[config.mk]
export PLATFORM = sky130hd
export DESIGN_NAME = spq_cell
export DESIGN_NICKNAME = d
export VERILOG_FILES = /design/src/rtl/spq_pkg.sv /design/src/rtl/spq_cell.sv
export SDC_FILE = /design/constraint.sdc
export NUM_CORES = 1
export LEC_CHECK = 0
export ABC_AREA = 1
export BUFFER_PORTS_ARGS = -buffer_cell sky130_fd_sc_hd__buf_4
export CAP_MARGIN = 20
export CELL_PAD_IN_SITES_DETAIL_PLACEMENT = 1
export CELL_PAD_IN_SITES_GLOBAL_PLACEMENT = 2
export CORE_ASPECT_RATIO = 0.5
export CORE_UTILIZATION = 26
export CTS_CLUSTER_DIAMETER = 200
export DETAILED_ROUTE_END_ITERATION = 6
export PLACE_DENSITY = 0.88
export SLEW_MARGIN = 10
export SYNTH_ARGS = -nofsm -noshare
export SYNTH_HDL_FRONTEND = slang
export SYNTH_SLANG_ARGS = --single-unit
[constraint.sdc]
create_clock -name clk -period 9.35 [get_ports clk]
set_clock_uncertainty 0.15 [all_clocks]
set_input_delay 1.87 -clock clk [delete_from_list [all_inputs] [get_ports clk]]
set_output_delay 1.87 -clock clk [all_outputs]
set_load 0.005 [all_outputs]
[src/rtl/spq_pkg.sv]
// shared types and constants for the sorted point queue
package spq_pkg;

  localparam int DEPTH = 16;
  localparam int CW    = $clog2(DEPTH + 1);
  localparam int IW    = $clog2(DEPTH);
  localparam int KEY_W = 32;
  localparam int DUP_W = 4;

  typedef enum logic [2:0] {
    OP_INSERT = 3'd0,
    OP_FIRST  = 3'd1,
    OP_LAST   = 3'd2,
    OP_AT     = 3'd3,
    OP_DEDUP  = 3'd4
  } op_t;

  typedef enum logic [1:0] {
    ST_OK        = 2'd0,
    ST_NOT_FOUND = 2'd1,
    ST_FULL      = 2'd2
  } status_t;

  typedef enum logic [1:0] {
    CMD_HOLD,
    CMD_INS,
    CMD_DEL
  } cmd_kind_t;

  typedef enum logic [1:0] {
    S_IDLE,
    S_SQUARE,
    S_EXEC,
    S_DEDUP
  } state_t;

  typedef struct packed {
    logic [KEY_W-1:0]  key;
    logic signed [15:0] x;
    logic signed [15:0] y;
  } point_t;

  typedef struct packed {
    cmd_kind_t       kind;
    logic [IW-1:0]   idx;
    logic [CW-1:0]   count;
    point_t          pt;
  } cmd_t;

endpackage

[src/rtl/spq_cell.sv]
// one slot of the ordered row: holds a point and shifts with its neighbors
module spq_cell (
  input  logic               clk,
  input  spq_pkg::cmd_t      cmd,
  input  logic [spq_pkg::IW-1:0] my_idx,
  input  spq_pkg::point_t    left_pt,
  input  spq_pkg::point_t    right_pt,
  input  logic               left_sh,
  output logic               sh,
  output spq_pkg::point_t    pt
);
  import spq_pkg::*;

  logic   less;
  logic   occupied;
  logic   at_end;
  point_t pt_next;

  // new point strictly below this one in (key, x, y) order
  assign less = (cmd.pt.key < pt.key) ||
                ((cmd.pt.key == pt.key) && ((cmd.pt.x < pt.x) ||
                 ((cmd.pt.x == pt.x) && (cmd.pt.y < pt.y))));
  assign occupied = CW'(my_idx) < cmd.count;
  assign at_end   = CW'(my_idx) == cmd.count;
  assign sh       = occupied && less;

  always_comb begin
    pt_next = pt;
    case (cmd.kind)
      CMD_INS: begin
        if (left_sh) begin
          pt_next = left_pt;
        end else if (sh || at_end) begin
          pt_next = cmd.pt;
        end
      end
      CMD_DEL: begin
        if ((my_idx >= cmd.idx) && ((CW'(my_idx) + CW'(1)) < cmd.count)) begin
          pt_next = right_pt;
        end
      end
      default: pt_next = pt;
    endcase
  end

  always_ff @(posedge clk) begin
    pt <= pt_next;
  end

endmodule

# == Yosys cells after proc, flatten, opt, wreduce, memory -nomap -nowiden ==
# Index checks and enable logic that the tools add are counted.
# classes
bitwise_logic,0
n_eq_ne,7
muxes,4
n_lt_le_gt_ge,6
n_mul,0
div_mod_pow,0
n_reduce_logical,9
addsub,1
shift,0
# op_table
op,count
$mux W64,3
$pmux W64 S2,1
$eq A32 B32 Y1,1
$lt A16 B16 Y1,2
$lt A32 B32 Y1,1
$eq A16 B16 Y1,1
$add A4 B1 Y5 const B,1
$eq A4 B5 Y1,1
$lt A4 B5 Y1,1
$lt A5 B5 Y1,1
$ge A4 B4 Y1,1
$logic_and A1 B1 Y1,4
$logic_or A1 B1 Y1,3
$ne A3 B3 Y1 const B,1
$reduce_and A3 Y1,1
$eq A2 B1 Y1 const B,1
$eq A2 B2 Y1 const B,1
$ne A2 B2 Y1 const B,1
$reduce_bool A2 Y1,1
# word_totals
memories,0
regBits,64
elab_cells,30
input_bits,209
latch_bits,0
mem_bits_ro,0
ram_bits,0

# == Longest topological paths before layout ==
# depth
depth_word,10
mapped_depth,19
depth_no_buf,19

# == Worst setup path after synthesis ==
# No wires, ideal clock.
# synth_path
path_kind,input to output
startpoint,input cmd[5] in the netlist's numbering
endpoint,output sh
arrival_time_ps,2959
required_ps,7330
stages,14
setup_slack_ps,4371
path_buffers,0
path_cell_list,ha_1 -> a21oi_1 -> nor2_1 -> nor3_2 -> nand2_1 -> nand2_1 -> nand2_1 -> nand2_1 -> nand3_1 -> nand2_1 -> nand2_1 -> nand2_1 -> nand2_1 -> inv_1
# synth_via
elab_chain_len,6
# synth_lines
item,line,text
"start, declared",spq_cell.sv:4,"input spq_pkg::cmd_t cmd,"
$lt A16 B16 Y1,spq_cell.sv:22,((cmd.pt.x == pt.x) && (cmd.pt.y < pt.y))));
$logic_and A1 B1 Y1,spq_cell.sv:22,
$logic_or A1 B1 Y1,spq_cell.sv:21,((cmd.pt.key == pt.key) && ((cmd.pt.x < pt.x) ||
$logic_and A1 B1 Y1,spq_cell.sv:21,
$logic_or A1 B1 Y1,spq_cell.sv:20,assign less = (cmd.pt.key < pt.key) ||
$logic_and A1 B1 Y1,spq_cell.sv:25,assign sh = occupied && less;
"end, declared",spq_cell.sv:9,"output logic sh,"
# Every way passes these cells.

# == Worst setup path after layout ==
# layout_path
startpoint,input cmd[63] in the netlist's numbering
endpoint,output sh
# layout_via
elab_chain_len,4
# layout_lines
item,line
branches (longest 2 deep; another with $lt A32 B32 Y1),n/a
$logic_or A1 B1 Y1 *,spq_cell.sv:20
$logic_and A1 B1 Y1 *,spq_cell.sv:25
# Mark *: on every way between the ends.

==> results by group <==
Power and ir drop
  • Worst supply voltage drop on vdd: 83.90 µV
  • Switching share of power: 29.76%
  • Switching pwr: 285.9 µW
  • Cell leakage power: just over 4 nW
  • Power share of the combinational group: just over 30%
  • Power Density: about 120 nW/µm²
  • Fraction of power consumed by sequential logic: 38.1%
  • Clock group share of total power: 31.5%
  • Int Power: between 600 and 700 µW

Clocking
  • Worst-Skew Late Latency: roughly 0.33 ns
  • Count of clock tree sinks: 64
  • CTS tree: yes
  • Number of buffers inserted during clock tree synthesis: 9
  • Number of buffers inserted by post-CTS setup repair: 0
  • CTS Root Cell: sky130_fd_sc_hd__clkbuf_16
  • Number of buffers between clock root and the deepest sink: 2
  • Gates resized, CTS repair: 0
  • CTS H-Tree Depth: 3
  • Register clock-pin slew on the reported worst setup and hold paths: 0.06 ns
  • Total of hold buffers inserted after clock tree synthesis: 0

Drt
  • Routed WL per cell: 15.19 µm
  • Average vias per placed instance: between 4 and 5
  • DRT antenna net count: 0
  • Detailed-route wire length: 19090 µm
  • Number of search-and-repair iterations in the first detailed-routing pass: 6
  • Final routed DRC violation total: 5
  • Via count of the routed design: 5642
  • First DRT Iteration DRCs: approximately 190

Floorplanning
  • Full die area: 21550 µm²
  • Width of the chip: 206.6 µm
  • Initial core utilization: 27.28%
  • Height of the die: 104.3 µm
  • Num rows: 36
  • Floorplan core area: 19950 µm²
  • I/O pin total: 274

Yosys
  • Cell area after synthesis: 5443 µm²
  • Cell type contributing the most total cell area after synthesis: sky130_fd_sc_hd__edfxtp_1
  • Sequential share of the synthesized area: 35.31%
  • XOR/XNOR share of the synthesized area: 0.3218%
  • Simple-gate portion of the synthesized area: 16.85%
  • Mapped Cells: ~730
  • Count of yosys warnings during synthesis: 0
  • Yosys cell types: 27
  • Mapped Nets: 1015
  • Dominant cells by area after synthesis: sky130_fd_sc_hd__edfxtp_1, sky130_fd_sc_hd__ha_1, sky130_fd_sc_hd__nand2_1
  • Share of the synthesized area in the top cell type: a little over a third
  • Compound-gate portion of the synthesized area: 17.22%
  • Largest family of logic cells by synthesized area: adder cells
  • Area share of fa/ha/maj cells after synthesis: between 15 and 20%
  • Number of register bits inferred by synthesis: 64
  • Multiplexer area fraction after synthesis: 0%
  • Synthesized area per cell: 7.466 µm²

Status
  • Violated checks: design-rule violations
  • Result of the run: finished, violations left

Critical path
  • CP max FO: 3
  • Number of cells on the worst reg-to-reg path: 12
  • Launch instance of the worst register-to-register path: pt[63]$_DFFE_PP_
  • Endpoint class of the critical path: primary output
  • Data required time at the worst endpoint: between 7 and 8 ns
  • Critical path class: input port to primary output
  • Endpoint of the worst-slack reg-to-reg timing path: pt[46]$_DFFE_PP_
  • Register-to-register setup slack: around 6.3 ns
  • Critical Path Start Type: input port
  • Critical Path AT: 3.45 ns

Placement
  • Number of input and output port buffers inserted: 273
  • Final RePlAce weighted congestion: 0.7653
  • HPWL reported at the end of detailed placement: roughly 15000 µm

Timing
  • RSZ-0062 raised after global routing: no
  • Tightest hold margin: 1.667 ns
  • Fin crit period: 5.468 ns
  • Final setup TNS: 0 ns
  • Worst max-slew margin expressed relative to the limit: 34.97%
  • Pins over their slew limit: 0
  • Number of hold violations in the final report: 0
  • Peak Freq: 182.9 MHz
  • Final setup violation count: 0
  • Worst Tran Pin Value: between 0.9 and 1 ns
  • Final period util: 58.48%

Final layout
  • Register with the most flip-flops: pt
  • Multi-input logic area: about 2800 µm²
  • Number of flip-flops under the largest register name: 64
  • Total inserted antenna cells: 0
  • FILL cells: 2529
  • Biggest regs: pt (64)
  • Area added between synthesis and finish: 46.62%
  • Share of post-route cells with drive strength above 1: 30.07%
  • Total area of sequential cells: 1922 µm²
  • Final nets: 1274

GRT
  • Global route overflow: 0
  • First-pass GRT wire length: approximately 30000 µm
  • Vias in the first global route: 6092
  • Overall routing resource usage: between 10% and 20%
  • Initial antenna violation count: 0
  • Largest net degree at the start of global routing: approximately 100

Worst hold path
  • Path class of the lowest-slack min-delay path: input port to register
  • Launch instance of the worst min-delay path: right_pt[36]
  • Hold path cells: 3
  • WHS Endpoint: pt[36]$_DFFE_PP_

Flow run
  • Max Cap Viol: 0
==> power groups by stage <==
stage	Combinational (mW)	Clock [mW]	Sequential (mW)
after floorplan	0.137	0	0.374
after global placement	0.288	0	0.372
after detailed placement	0.296	0	0.373
after CTS	0.298	0.316	0.367
after global routing	0.333	0.327	0.370
final	0.292	0.303	0.367
==> layout make-up <==
type	count	share of cell area (%)
Inverter	152	7.181
Timing Repair Buffer	275	25.87
Tap cell	266	4.171
Multi-Input combinational cell	486	35.62
Clock buffer	12	2.963
Sequential cell	64	24.08
Clock inverter	2	0.1098
==> synthesized netlist by cell type <==
library cell / instances
sky130_fd_sc_hd__edfxtp_1: 64
sky130_fd_sc_hd__inv_2: 7
sky130_fd_sc_hd__xor2_1: 2
sky130_fd_sc_hd__nor3_1: 2
sky130_fd_sc_hd__nand3_2: 1
sky130_fd_sc_hd__o21bai_1: 1
sky130_fd_sc_hd__o21a_1: 5
sky130_fd_sc_hd__clkbuf_1: 14
sky130_fd_sc_hd__nor2_1: 22
sky130_fd_sc_hd__nand2_1: 183
sky130_fd_sc_hd__o21ai_0: 68
sky130_fd_sc_hd__ha_1: 77
sky130_fd_sc_hd__nor3_2: 3
sky130_fd_sc_hd__buf_1: 2
sky130_fd_sc_hd__nand2_2: 1
sky130_fd_sc_hd__a221oi_1: 1
sky130_fd_sc_hd__inv_1: 145
sky130_fd_sc_hd__nand3_1: 7
sky130_fd_sc_hd__o211ai_1: 5
sky130_fd_sc_hd__and3_1: 1
sky130_fd_sc_hd__nand4_1: 7
sky130_fd_sc_hd__a211oi_1: 1
sky130_fd_sc_hd__a21oi_1: 33
sky130_fd_sc_hd__o21ai_1: 63
sky130_fd_sc_hd__buf_2: 11
sky130_fd_sc_hd__or2_1: 1
sky130_fd_sc_hd__o2111ai_1: 2
==> worst max path at each step <==
stage | start | slack [ns] | cells after the start | endpoint
2_1_floorplan | cmd[5] | 4.37 | 14 | sh
3_3_place_gp | cmd[63] | 3.80 | 11 | sh
3_5_place_dp | cmd[63] | 3.83 | 12 | sh
4_1_cts | cmd[63] | 3.81 | 12 | sh
5_1_grt | cmd[63] | 3.66 | 12 | sh
6_report | cmd[63] | 3.88 | 12 | sh
==> kinds of logic after synthesis <==
logic type	Yosys count
and+or+nand+nor	228
AOI/OAI and AO/OA	179
buffers and inverters	179
adders and majority gates	77
DFF	64
xor gates and xnor gates	2
==> routing by layer <==
layer  share of wire [%]  global-route usage (%)  vias up
met5                   0                       0        -
met4                 1.4                   4.254        0
met3                 3.1                   3.477       16
met2                  53                   33.61       88
met1                  43                   20.81     2647
li1                    -                       -     2891
==> layout by cell type, fill, tap and decap left out <==
| cell type | count |
|---|---|
| sky130_fd_sc_hd__buf_4 | 275 |
| sky130_fd_sc_hd__nand2_1 | 182 |
| sky130_fd_sc_hd__inv_1 | 145 |
| sky130_fd_sc_hd__ha_1 | 77 |
| sky130_fd_sc_hd__o21ai_0 | 68 |
| sky130_fd_sc_hd__edfxtp_1 | 64 |
| sky130_fd_sc_hd__o21ai_1 | 63 |
| sky130_fd_sc_hd__a21oi_1 | 33 |
| sky130_fd_sc_hd__nor2_1 | 22 |
| sky130_fd_sc_hd__clkbuf_16 | 9 |
| sky130_fd_sc_hd__nand3_1 | 7 |
| sky130_fd_sc_hd__nand4_1 | 7 |
| sky130_fd_sc_hd__inv_2 | 6 |
| sky130_fd_sc_hd__o211ai_1 | 5 |
| sky130_fd_sc_hd__o21a_1 | 5 |
| sky130_fd_sc_hd__nor3_2 | 3 |
| sky130_fd_sc_hd__clkbuf_1 | 3 |
| sky130_fd_sc_hd__xor2_1 | 2 |
| sky130_fd_sc_hd__nor3_1 | 2 |
| sky130_fd_sc_hd__o2111ai_1 | 2 |
| sky130_fd_sc_hd__inv_4 | 1 |
| sky130_fd_sc_hd__nand2_2 | 1 |
| sky130_fd_sc_hd__nand3_2 | 1 |
| sky130_fd_sc_hd__and3_1 | 1 |
| sky130_fd_sc_hd__o21bai_1 | 1 |
| sky130_fd_sc_hd__or2_1 | 1 |
| sky130_fd_sc_hd__a221oi_1 | 1 |
| sky130_fd_sc_hd__a211oi_1 | 1 |
| sky130_fd_sc_hd__nand2_4 | 1 |
| sky130_fd_sc_hd__clkinv_2 | 1 |
| sky130_fd_sc_hd__clkinv_1 | 1 |
==> stage by stage <==
step	instance area [µm²]	cells	utilization [%]	total power, mW	worst slack (ns)
finish	7980	1257	39.99	0.9609	3.882
global route	7980	1257	39.99	1.029	3.658
CTS	7980	1257	39.99	0.9803	3.815
detailed placement	7735	1243	38.76	0.6690	3.827
global placement	7735	1243	38.76	0.6595	3.804
floorplan	5443	729	-	0.5101	4.371
==> worst max-delay path: stages <==
cell	delay, ns
sky130_fd_sc_hd__buf_4	0.11
sky130_fd_sc_hd__ha_1	0.30
sky130_fd_sc_hd__nand4_1	0.18
sky130_fd_sc_hd__nor3_2	0.20
sky130_fd_sc_hd__nand2_1	0.15
sky130_fd_sc_hd__nor2_1	0.12
sky130_fd_sc_hd__nand2_1	0.06
sky130_fd_sc_hd__o2111ai_1	0.12
sky130_fd_sc_hd__nand2_1	0.08
sky130_fd_sc_hd__nand2_1	0.08
sky130_fd_sc_hd__inv_1	0.04
sky130_fd_sc_hd__buf_4	0.13
Note: power is estimated with default switching activity, not from simulation.
